File: src/spx_pkg.sv
// ----------------------------------------------------------------------------
// spx_pkg
// Shared types and constants of the SPIR-V entry point extractor.
// ----------------------------------------------------------------------------
`default_nettype none

package spx_pkg;

    localparam logic [31:0] SPV_MAGIC       = 32'h0723_0203;
    localparam logic [15:0] OP_ENTRY_POINT  = 16'd15;
    localparam logic [2:0]  HEADER_WORDS    = 3'd5;
    localparam logic [15:0] MIN_ENTRY_WORDS = 16'd4;
    localparam logic [15:0] NAME_FIRST_WORD = 16'd3;
    localparam logic [15:0] MODEL_WORD      = 16'd1;
    localparam int          COUNT_SHIFT     = 16;

    typedef enum logic [2:0] {
        ST_RUNNING    = 3'd0,
        ST_OK         = 3'd1,
        ST_BAD_HEADER = 3'd2,
        ST_ZERO_COUNT = 3'd3,
        ST_OVERRUN    = 3'd4
    } status_t;

    typedef enum logic [1:0] {
        KIND_NONE  = 2'd0,
        KIND_ENTRY = 2'd1,
        KIND_NAME  = 2'd2
    } record_kind_t;

    typedef struct packed {
        logic [2:0]  header_position;
        logic [15:0] words_remaining;
        logic [15:0] offset_in_instruction;
        logic        inside_entry_point;
        logic        name_finished;
        status_t     error_code;
    } parse_state_t;

    typedef struct packed {
        record_kind_t record_kind;
        logic [31:0]  execution_model;
        logic [31:0]  name_chars;
        logic [2:0]   char_count;
        logic         name_complete;
        status_t      status;
    } result_t;

    localparam parse_state_t STATE_RESET = '{
        header_position:       3'd0,
        words_remaining:       16'd0,
        offset_in_instruction: 16'd0,
        inside_entry_point:    1'b0,
        name_finished:         1'b0,
        error_code:            ST_RUNNING
    };

endpackage

`default_nettype wire

File: src/spx_name_scan.sv
// ----------------------------------------------------------------------------
// spx_name_scan
// Scans one word for the first NUL byte and keeps the bytes before it.
// ----------------------------------------------------------------------------
`default_nettype none

module spx_name_scan
(
    input  wire logic [31:0] word,
    output logic      [31:0] chars,
    output logic      [2:0]  count,
    output logic             nul
);

    always_comb
    begin
        logic seen;
        seen  = 1'b0;
        chars = 32'd0;
        count = 3'd0;
        for (int b = 0; b < 4; b++)
        begin
            if (word[b*8 +: 8] == 8'd0)
            begin
                seen = 1'b1;
            end
            if (!seen)
            begin
                chars[b*8 +: 8] = word[b*8 +: 8];
                count           = count + 3'd1;
            end
        end
        nul = seen;
    end

endmodule

`default_nettype wire

File: src/spx_parse_step.sv
// ----------------------------------------------------------------------------
// spx_parse_step
// Next parse state and result for one module word.
// ----------------------------------------------------------------------------
`default_nettype none

module spx_parse_step
(
    input  wire spx_pkg::parse_state_t state,
    input  wire logic [31:0]           word,
    input  wire logic                  last,
    output spx_pkg::parse_state_t      state_next,
    output spx_pkg::result_t           result
);

    logic [31:0] scan_chars;
    logic [2:0]  scan_count;
    logic        scan_nul;

    spx_name_scan u_scan
    (
        .word  (word),
        .chars (scan_chars),
        .count (scan_count),
        .nul   (scan_nul)
    );

    always_comb
    begin
        spx_pkg::parse_state_t nxt;
        spx_pkg::result_t      res;
        logic [15:0]           wc;
        logic [15:0]           op;

        nxt = state;
        res = '{
            record_kind:     spx_pkg::KIND_NONE,
            execution_model: 32'd0,
            name_chars:      32'd0,
            char_count:      3'd0,
            name_complete:   1'b0,
            status:          spx_pkg::ST_RUNNING
        };
        wc = word[31:spx_pkg::COUNT_SHIFT];
        op = word[15:0];

        if (state.error_code == spx_pkg::ST_RUNNING)
        begin
            if (state.header_position < spx_pkg::HEADER_WORDS)
            begin
                if (state.header_position == 3'd0 && word != spx_pkg::SPV_MAGIC)
                begin
                    nxt.error_code = spx_pkg::ST_BAD_HEADER;
                end
                else
                begin
                    nxt.header_position = state.header_position + 3'd1;
                end
            end
            else if (state.words_remaining == 16'd0)
            begin
                // instruction start word
                if (wc == 16'd0)
                begin
                    nxt.error_code = spx_pkg::ST_ZERO_COUNT;
                end
                else
                begin
                    nxt.words_remaining       = wc - 16'd1;
                    nxt.offset_in_instruction = 16'd1;
                    nxt.inside_entry_point    = (op == spx_pkg::OP_ENTRY_POINT)
                                              && (wc >= spx_pkg::MIN_ENTRY_WORDS);
                    nxt.name_finished         = 1'b0;
                end
            end
            else
            begin
                nxt.words_remaining       = state.words_remaining - 16'd1;
                nxt.offset_in_instruction = state.offset_in_instruction + 16'd1;
                if (state.inside_entry_point)
                begin
                    if (state.offset_in_instruction == spx_pkg::MODEL_WORD)
                    begin
                        res.record_kind     = spx_pkg::KIND_ENTRY;
                        res.execution_model = word;
                    end
                    else if (state.offset_in_instruction >= spx_pkg::NAME_FIRST_WORD
                             && !state.name_finished)
                    begin
                        res.record_kind   = spx_pkg::KIND_NAME;
                        res.name_chars    = scan_chars;
                        res.char_count    = scan_count;
                        res.name_complete = scan_nul || (nxt.words_remaining == 16'd0);
                        if (res.name_complete)
                        begin
                            nxt.name_finished = 1'b1;
                        end
                    end
                end
            end

            if (last && nxt.error_code == spx_pkg::ST_RUNNING)
            begin
                if (nxt.header_position < spx_pkg::HEADER_WORDS)
                begin
                    nxt.error_code = spx_pkg::ST_BAD_HEADER;
                end
                else if (nxt.words_remaining != 16'd0)
                begin
                    nxt.error_code = spx_pkg::ST_OVERRUN;
                end
            end
        end

        if (nxt.error_code != spx_pkg::ST_RUNNING)
        begin
            res.status = nxt.error_code;
        end
        else
        begin
            res.status = last ? spx_pkg::ST_OK : spx_pkg::ST_RUNNING;
        end

        // keep records formed on an overrun word, drop them on other errors
        if (nxt.error_code != spx_pkg::ST_RUNNING && nxt.error_code != spx_pkg::ST_OVERRUN)
        begin
            res.record_kind     = spx_pkg::KIND_NONE;
            res.execution_model = 32'd0;
            res.name_chars      = 32'd0;
            res.char_count      = 3'd0;
            res.name_complete   = 1'b0;
        end

        if (last)
        begin
            nxt = spx_pkg::STATE_RESET;
        end

        state_next = nxt;
        result     = res;
    end

endmodule

`default_nettype wire

File: src/spirv_entry_point_extractor_core.sv
// ----------------------------------------------------------------------------
// spirv_entry_point_extractor_core
// Streams a SPIR-V module and reports entry point models and names.
// ----------------------------------------------------------------------------
// Usage:
//   Slave channel: one module word per item in s_tdata, s_tlast on the final
//   word of the module. Master channel: exactly one result item per input
//   item, in order. m_tuser carries the record kind (none, entry begins,
//   name chunk), m_tlast marks the chunk that ends a name, m_tdata carries
//   the execution model, name bytes, byte count and status.
//   Path: an input item is held in the input register, then the result
//   register, whose valid bit drives m_tvalid. Throughput: one item per
//   cycle while m_tready stays high; the per-word work is a four-byte NUL
//   scan and 16-bit counter updates between the two registers.
//   Stall: when m_tready is low the result register holds, the input
//   register fills, and s_tready drops once both are occupied; nothing is
//   lost or repeated.
//   Reset: rst_n clears both valid bits and the parse state; the next word
//   is taken as the magic number of a new module. The parse state also
//   returns to reset after every final word, so modules follow back to back.
// ----------------------------------------------------------------------------
`default_nettype none

module spirv_entry_point_extractor_core
(
    input  wire logic        clk,
    input  wire logic        rst_n,

    input  wire logic        s_tvalid,
    output logic             s_tready,
    input  wire logic [31:0] s_tdata,   // [31:0] code_word
    input  wire logic        s_tlast,   // last_word

    output logic             m_tvalid,
    input  wire logic        m_tready,
    output logic [71:0]      m_tdata,   // [31:0] execution_model, [63:32] name_chars,
                                        // [66:64] char_count, [69:67] status, [71:70] zero
    output logic [1:0]       m_tuser,   // [1:0] record_kind
    output logic             m_tlast    // name_complete
);

    // input register
    logic        in_valid_reg;
    logic [31:0] in_word_reg;
    logic        in_last_reg;

    // result register
    logic              out_valid_reg;
    spx_pkg::result_t  out_reg;

    // parse state
    spx_pkg::parse_state_t state_reg;
    spx_pkg::parse_state_t state_next;
    spx_pkg::result_t      result_next;

    logic out_free;
    logic advance;
    logic accept;

    // advance the input item into the result register when that slot frees up
    assign out_free = !out_valid_reg || m_tready;
    assign advance  = in_valid_reg && out_free;
    assign s_tready = !in_valid_reg || out_free;
    assign accept   = s_tvalid && s_tready;

    spx_parse_step u_step
    (
        .state      (state_reg),
        .word       (in_word_reg),
        .last       (in_last_reg),
        .state_next (state_next),
        .result     (result_next)
    );

    always_ff @(posedge clk or negedge rst_n)
    begin
        if (!rst_n)
        begin
            in_valid_reg  <= 1'b0;
            out_valid_reg <= 1'b0;
            state_reg     <= spx_pkg::STATE_RESET;
        end
        else
        begin
            if (accept)
            begin
                in_valid_reg <= 1'b1;
            end
            else if (advance)
            begin
                in_valid_reg <= 1'b0;
            end

            if (advance)
            begin
                out_valid_reg <= 1'b1;
                state_reg     <= state_next;
            end
            else if (m_tready)
            begin
                out_valid_reg <= 1'b0;
            end
        end
    end

    // payload registers: no reset needed
    always_ff @(posedge clk)
    begin
        if (accept)
        begin
            in_word_reg <= s_tdata;
            in_last_reg <= s_tlast;
        end
        if (advance)
        begin
            out_reg <= result_next;
        end
    end

    assign m_tvalid = out_valid_reg;
    assign m_tuser  = out_reg.record_kind;
    assign m_tlast  = out_reg.name_complete;
    assign m_tdata  = {2'b00, out_reg.status, out_reg.char_count,
                       out_reg.name_chars, out_reg.execution_model};

    // a chunk that stops short of four bytes hit a NUL, so it ends the name
    assert property (@(posedge clk) disable iff (!rst_n)
        (m_tvalid && out_reg.record_kind == spx_pkg::KIND_NAME && out_reg.char_count != 3'd4)
        |-> out_reg.name_complete)
    else $error("short name chunk not marked complete");

    // only name chunks carry bytes or the end-of-name mark
    assert property (@(posedge clk) disable iff (!rst_n)
        (m_tvalid && out_reg.record_kind != spx_pkg::KIND_NAME)
        |-> (!out_reg.name_complete && out_reg.char_count == 3'd0))
    else $error("name fields set on a non-name record");

    // the final word of a module rearms the parser
    assert property (@(posedge clk) disable iff (!rst_n)
        (advance && in_last_reg)
        |=> (state_reg.header_position == 3'd0
             && state_reg.words_remaining == 16'd0
             && state_reg.error_code == spx_pkg::ST_RUNNING))
    else $error("parse state not cleared after final word");

    // header counter never passes the header length
    assert property (@(posedge clk) disable iff (!rst_n)
        state_reg.header_position <= spx_pkg::HEADER_WORDS)
    else $error("header position out of range");

endmodule

`default_nettype wire

File: config.mk
export PLATFORM = sky130hd
export DESIGN_NAME = spirv_entry_point_extractor_core
export DESIGN_NICKNAME = d
export VERILOG_FILES = /design/src/spx_pkg.sv /design/src/spx_name_scan.sv /design/src/spx_parse_step.sv /design/src/spirv_entry_point_extractor_core.sv
export SDC_FILE = /design/constraint.sdc
export NUM_CORES = 1
export LEC_CHECK = 0
export ABC_AREA = 0
export CAP_MARGIN = 10
export CORE_ASPECT_RATIO = 0.9
export CORE_UTILIZATION = 40
export CTS_BUF_LIST = sky130_fd_sc_hd__clkbuf_2 sky130_fd_sc_hd__clkbuf_4 sky130_fd_sc_hd__clkbuf_8
export DETAILED_ROUTE_END_ITERATION = 10
export DONT_BUFFER_PORTS = 1
export SLEW_MARGIN = 30
export SYNTH_ARGS = -nofsm -noshare
export SYNTH_HDL_FRONTEND = slang
export SYNTH_HIERARCHICAL = 1
export SYNTH_SLANG_ARGS = --single-unit
File: constraint.sdc
create_clock -name clk -period 3.5 [get_ports clk]
set_input_delay 0.525 -clock clk [delete_from_list [all_inputs] [get_ports clk]]
set_output_delay 0.525 -clock clk [all_outputs]
set_load 0.02 [all_outputs]
Yosys cells after proc, flatten, opt, wreduce, memory -nomap -nowiden
Cells that the tools add are included.
- word-level logic and storage cells: 126
- output and inout bits: 77
- input port bits: 37
- bits in registers: 148
- eq/ne operators: 8
- $lt $le $gt $ge: 4
- muxes and demuxes: 39
- add/subtract/negate cells: 7
- bitwise gates (word level): 4
- reductions and logical operators: 44
- operators with widths (kind ; count):
    $mux 34 ; 3
    $mux 40 ; 2
    $logic_not 16->1 ; 3
    $mux 3 ; 15
    $logic_not 8->1 ; 4
    $mux 32 ; 1
    $ne 32x27->1 const B ; 1
    $reduce_or 8->1 ; 4
    $sub 16x1->16 const B ; 2
    $mux 1 ; 17
    $add 16x1->16 const B ; 1
    $eq 16x1->1 const B ; 1
    $eq 16x4->1 const B ; 1
    $ge 16x2->1 const B ; 1
    $ge 16x3->1 const B ; 1
    $reduce_bool 16->1 ; 1
    $add 3x1->3 const B ; 4
    $reduce_bool 3->1 ; 4
    $reduce_or 6->1 ; 2
    $logic_not 3->1 ; 3
    $reduce_and 8->1 ; 1
    $reduce_bool 2->1 ; 4
    $logic_and 1x1->1 ; 7
    $reduce_or 7->1 ; 1
    other kinds (12) ; 22

Logic depth before layout (Yosys ltp)
- word-level depth: 21
- mapped depth: 13
- gate-level depth less buffers: 11

Modules after synthesis
The synthesis kept the hierarchy.
- modules (own cells, without submodules) (module ; area an instance (µm²) ; instances ; cells an instance ; seq. area each (µm²)):
    spirv_entry_point_extractor_core ; 4949.7 ; 1 ; 202 ; 4234.1
    spx_parse_step ; 2976.6 ; 1 ; 480 ; 0.0
    spx_name_scan ; 345.3 ; 1 ; 56 ; 0.0

Worst setup path after synthesis
Ideal clock, no wire load.
- kind: reg-to-reg
- start: reg state_reg[21] in the netlist's numbering
- end: reg out_reg (netlist bit m_tdata[69]) (data pin)
- required time: 3.232 ns
- buffers on the path: 0
- library setup time: 0.268 ns
- slack: 0.704 ns
- period minus slack after synthesis: 2.796 ns
- arrival time: 2.528 ns
- cell stages (with the launch flop): 10
- cell sequence: dfrtp_1 -> inv_1 -> ha_1 -> or3b_4 -> or4_4 -> o21a_1 -> a311oi_1 -> nand3_1 -> nor4b_2 -> a31oi_1
- RTL lines (what ; RTL line ; RTL):
    start, declared ; spirv_entry_point_extractor_core.sv:52 ; spx_pkg::parse_state_t state_reg;
    start signal, assigned ; spirv_entry_point_extractor_core.sv:81 ; state_reg <= spx_pkg::STATE_RESET;
    start signal, assigned ; spirv_entry_point_extractor_core.sv:97 ; state_reg <= state_next;
    end signal, assigned ; spirv_entry_point_extractor_core.sv:116 ; out_reg <= result_next;
    end, declared ; spirv_entry_point_extractor_core.sv:49 ; spx_pkg::result_t out_reg;

==> results.py <==
metrics = {
    "sta": {
        "drv_slew": 0,
        "fmax_mhz": 304,
        "worst_pin_slew_ns": 0.953,
        "fin_skew_ns": 0.0121,
        "slew_headroom_pct": 36.4,
        "tns_ns": 0,
        "fin_hold_ws_ns": 0.162,
        "rsz0062_at_grt": "no",
        "finalCriticalPeriod_ns": 3.29,
        "hold_viol": 0,
        "setup_viol": 0,
        "final.period_utilization_pct": 93.9,
    },
    "synthesis": {
        "syn_area_per_cell_sq_um": 11.2,
        "async_reset_ff_share_pct": 28.4,
        "ys_ff_latch": 148,
        "ys_types": 85,
        "synth_warnings": 6,
        "synth_top_flop_cell": "edfxtp_1",
        "syn_inst": 738,
        "synth_edf_count": 106,
        "netlist_area_sq_mm": 0.00827,
        "ys_seq_area_share_pct": 51.2,
    },
    "worst_setup_path": {
        "slowest_stage": "edfxtp_1",
        "setup.worst_path.end": "m_tdata[69]",
        "r2r_cells": 10,
        "slowest_delay_ns": 0.49,
        "r2r_end": "m_tdata[69]",
        "cp.depth": 10,
        "path_max_fanout": 10,
        "cp-end-kind": "flop",
        "crit_chain": "inv_1, ha_1, nor4b_1, nand4_2, and3_1, a221oi_1, o22ai_1, and4bb_1, and2_1, a31oi_1",
        "worstPathArrival_ns": 3.49,
        "worst_ep_required_time_ns": 3.70,
        "critPathBufInv": 1,
        "rr_startpoint": "in_word_reg[17]",
        "r2r_slack_ns": 0.21,
        "critical_path_class": "flop to flop",
        "crit_family": "simple AND/OR/NAND/NOR gates",
        "cp-start-kind": "flop",
        "crit_start": "in_word_reg[17]",
    },
    "drt": {
        "avgRoutedWirePerCell_um": 22.2,
        "dr.pass1.iters": 5,
        "drt-total-wl_mm": 22.5,
        "drt_iter0_drc": 453,
        "drc": 0,
        "via_per_inst": 5.89,
        "antenna_left": 0,
        "vias": 5979,
    },
    "final_layout": {
        "fin_nets": 793,
        "area_delta_synth_final_pct": 8.82,
        "largest_reg_flops": 70,
        "drive_gt1_share_pct": 19.0,
    },
    "pwr": {
        "p_leak_uw": 0.00336,
        "power_density_mw_per_mm2": 457,
        "power_uw": 4110,
        "ir_worst_vdd_v": 0.000264,
    },
    "clock_network": {
        "cts_root_buf": "clkbuf_8",
        "clk_latency_ns": 0.45,
        "clk_path_buf_depth": 2,
        "htreeDepth": 4,
        "clock_sinks": 148,
        "cts_buffers": 17,
        "cts_tree": "built",
        "clk_pin_slew_ns": 0.09,
    },
    "global_route": {
        "antenna_found_initial": 1,
        "overflow": 0,
        "grt_pass1_vias": 5661,
        "grt_pass1_wl_mm": 34.6,
        "track_usage_pct": 21.6,
        "grt_max_degree": 43,
    },
    "placed_design": {
        "gp_congestion": 0.990,
        "place_hpwl_mm": 16.0,
        "port-buffer-count": 0,
    },
    "run_status": {
        "run_status": "finished clean",
    },
    "floorplanning": {
        "pin_count": 114,
        "core_area_sq_mm": 0.0201,
        "die_area_sq_mm": 0.0213,
        "fp.dieH_um": 138,
        "die_width_um": 154,
        "initial_core_util_pct": 41.1,
        "rows": 49,
    },
    "job": {
        "maxCapViolCount": 0,
    },
    "hold_path": {
        "hold_path.class": "input pin to flop",
    },
}
-- kinds of logic (layout without fill, tap and decap cells) --
family / count (synthesis) / count (layout) / synth area share, %
and+or+nand+nor: 336 / 336 / 23.9
DFF: 148 / 148 / 51.2
other: 1 / 3 / 0.0453
buffers and inverters: 62 / 82 / 4.63
muxes: 40 / 40 / 7.22
adders and majority gates: 10 / 10 / 1.51
xor gates and xnor gates: 14 / 14 / 1.48
AOI/OAI and AO/OA: 127 / 127 / 10.0
-- cell type report --
| cell class | instances | area, sq um |
|---|---|---|
| Tap cell | 255 | 319 |
| Clock inverter | 14 | 145 |
| Inverter | 13 | 48.8 |
| Clock buffer | 18 | 241 |
| Multi-Input combinational cell | 529 | 3670 |
| Antenna cell | 1 | 2.50 |
| Sequential cell | 148 | 4230 |
| Fill cell | 1863 | 11100 |
| Timing Repair Buffer | 37 | 338 |
-- Yosys cell counts (4+ instances only) --
master	number	area share [%]
nor3_1	29	1.8
or4_1	9	0.82
xor2_1	5	0.53
nor4_1	20	1.5
a21oi_1	47	2.8
clkbuf_1	24	1.1
edfxtp_1	106	38
or4_4	4	0.54
inv_1	13	0.59
nand3_1	20	1.2
a211oi_1	8	0.73
or3_1	11	0.83
a31oi_1	8	0.61
mux2_4	39	7.1
buf_2	4	0.24
buf_6	9	1.2
nor2_2	4	0.30
nand4_1	14	1.1
ha_1	10	1.5
nor2b_1	12	0.91
and3_1	6	0.45
clkbuf_8	6	1.0
xnor2_1	9	0.95
nand2b_1	5	0.38
o22ai_1	5	0.38
and2_1	83	6.3
o21ai_0	19	1.1
nand2_1	32	1.5
nor2_1	56	2.5
dfrtp_1	42	13
-- repair_timing --
action	CTS	global route
gates resized for setup	0	1
setup buffers	0	0
endpoints found under the hold margin	42	0
setup endpoints to repair	0	2
hold buffers	2	0
-- metrics by stage --
stage	cell area, sq um	worst slack [ns]	util, %	std cells
finish	9000	0.213	44.8	1015
global route	9000	0.0889	44.8	1015
CTS	9000	0.276	44.7	1014
detailed placement	8570	0.291	42.6	980
global placement	8570	0.384	42.6	980
floorplan	8280	0.704	-	739
-- routing by layer --
layer / vias to the layer above / part of all wire (%) / track usage [%]
met2: 256 / 45 / 32.3
met3: 38 / 6.1 / 4.45
li1: 2748 / - / -
met4: 0 / 2.2 / 7.95
met5: - / 0 / 0
met1: 2937 / 46 / 30.7
-- worst reg2reg max path: stages, from the launching register on --
cell	delay, ns
edfxtp_1	0.49
inv_1	0.16
ha_1	0.25
nor4b_1	0.36
nand4_2	0.24
and3_1	0.43
a221oi_1	0.45
o22ai_1	0.13
and4bb_1	0.34
and2_1	0.14
a31oi_1	0.07
-- where the power goes --
part	total (uW)	switching, uW	internal (uW)	leakage [uW]
sequential	2140	153	1990	0.00163
clock	1310	718	591	0.000182
combinational	662	440	223	0.00154
total	4110	1310	2800	0.00336
-- how the worst min path moves through the flow --
stage	start	endpoint	slack [ns]	cells after the start
floorplan	rst_n	in_valid_reg	0.23	0
global placement	rst_n	state_reg[25]	0.23	0
detailed placement	rst_n	state_reg[25]	0.23	0
CTS	s_tlast	in_last_reg	0.13	0
global route	s_tdata[6]	in_word_reg[6]	0.12	0
finish	s_tdata[14]	in_word_reg[14]	0.16	0
-- cells in the final DEF (no fill, tap or decap), types with 20 or more instances in the layout --
| cell | n |
|---|---|
| a21oi_1 | 47 |
| and2_1 | 83 |
| buf_4 | 32 |
| dfrtp_1 | 42 |
| edfxtp_1 | 106 |
| mux2_4 | 39 |
| nand2_1 | 31 |
| nand3_1 | 20 |
| nor2_1 | 56 |
| nor3_1 | 28 |
| nor4_1 | 20 |
(Power assumes the default switching activity.)
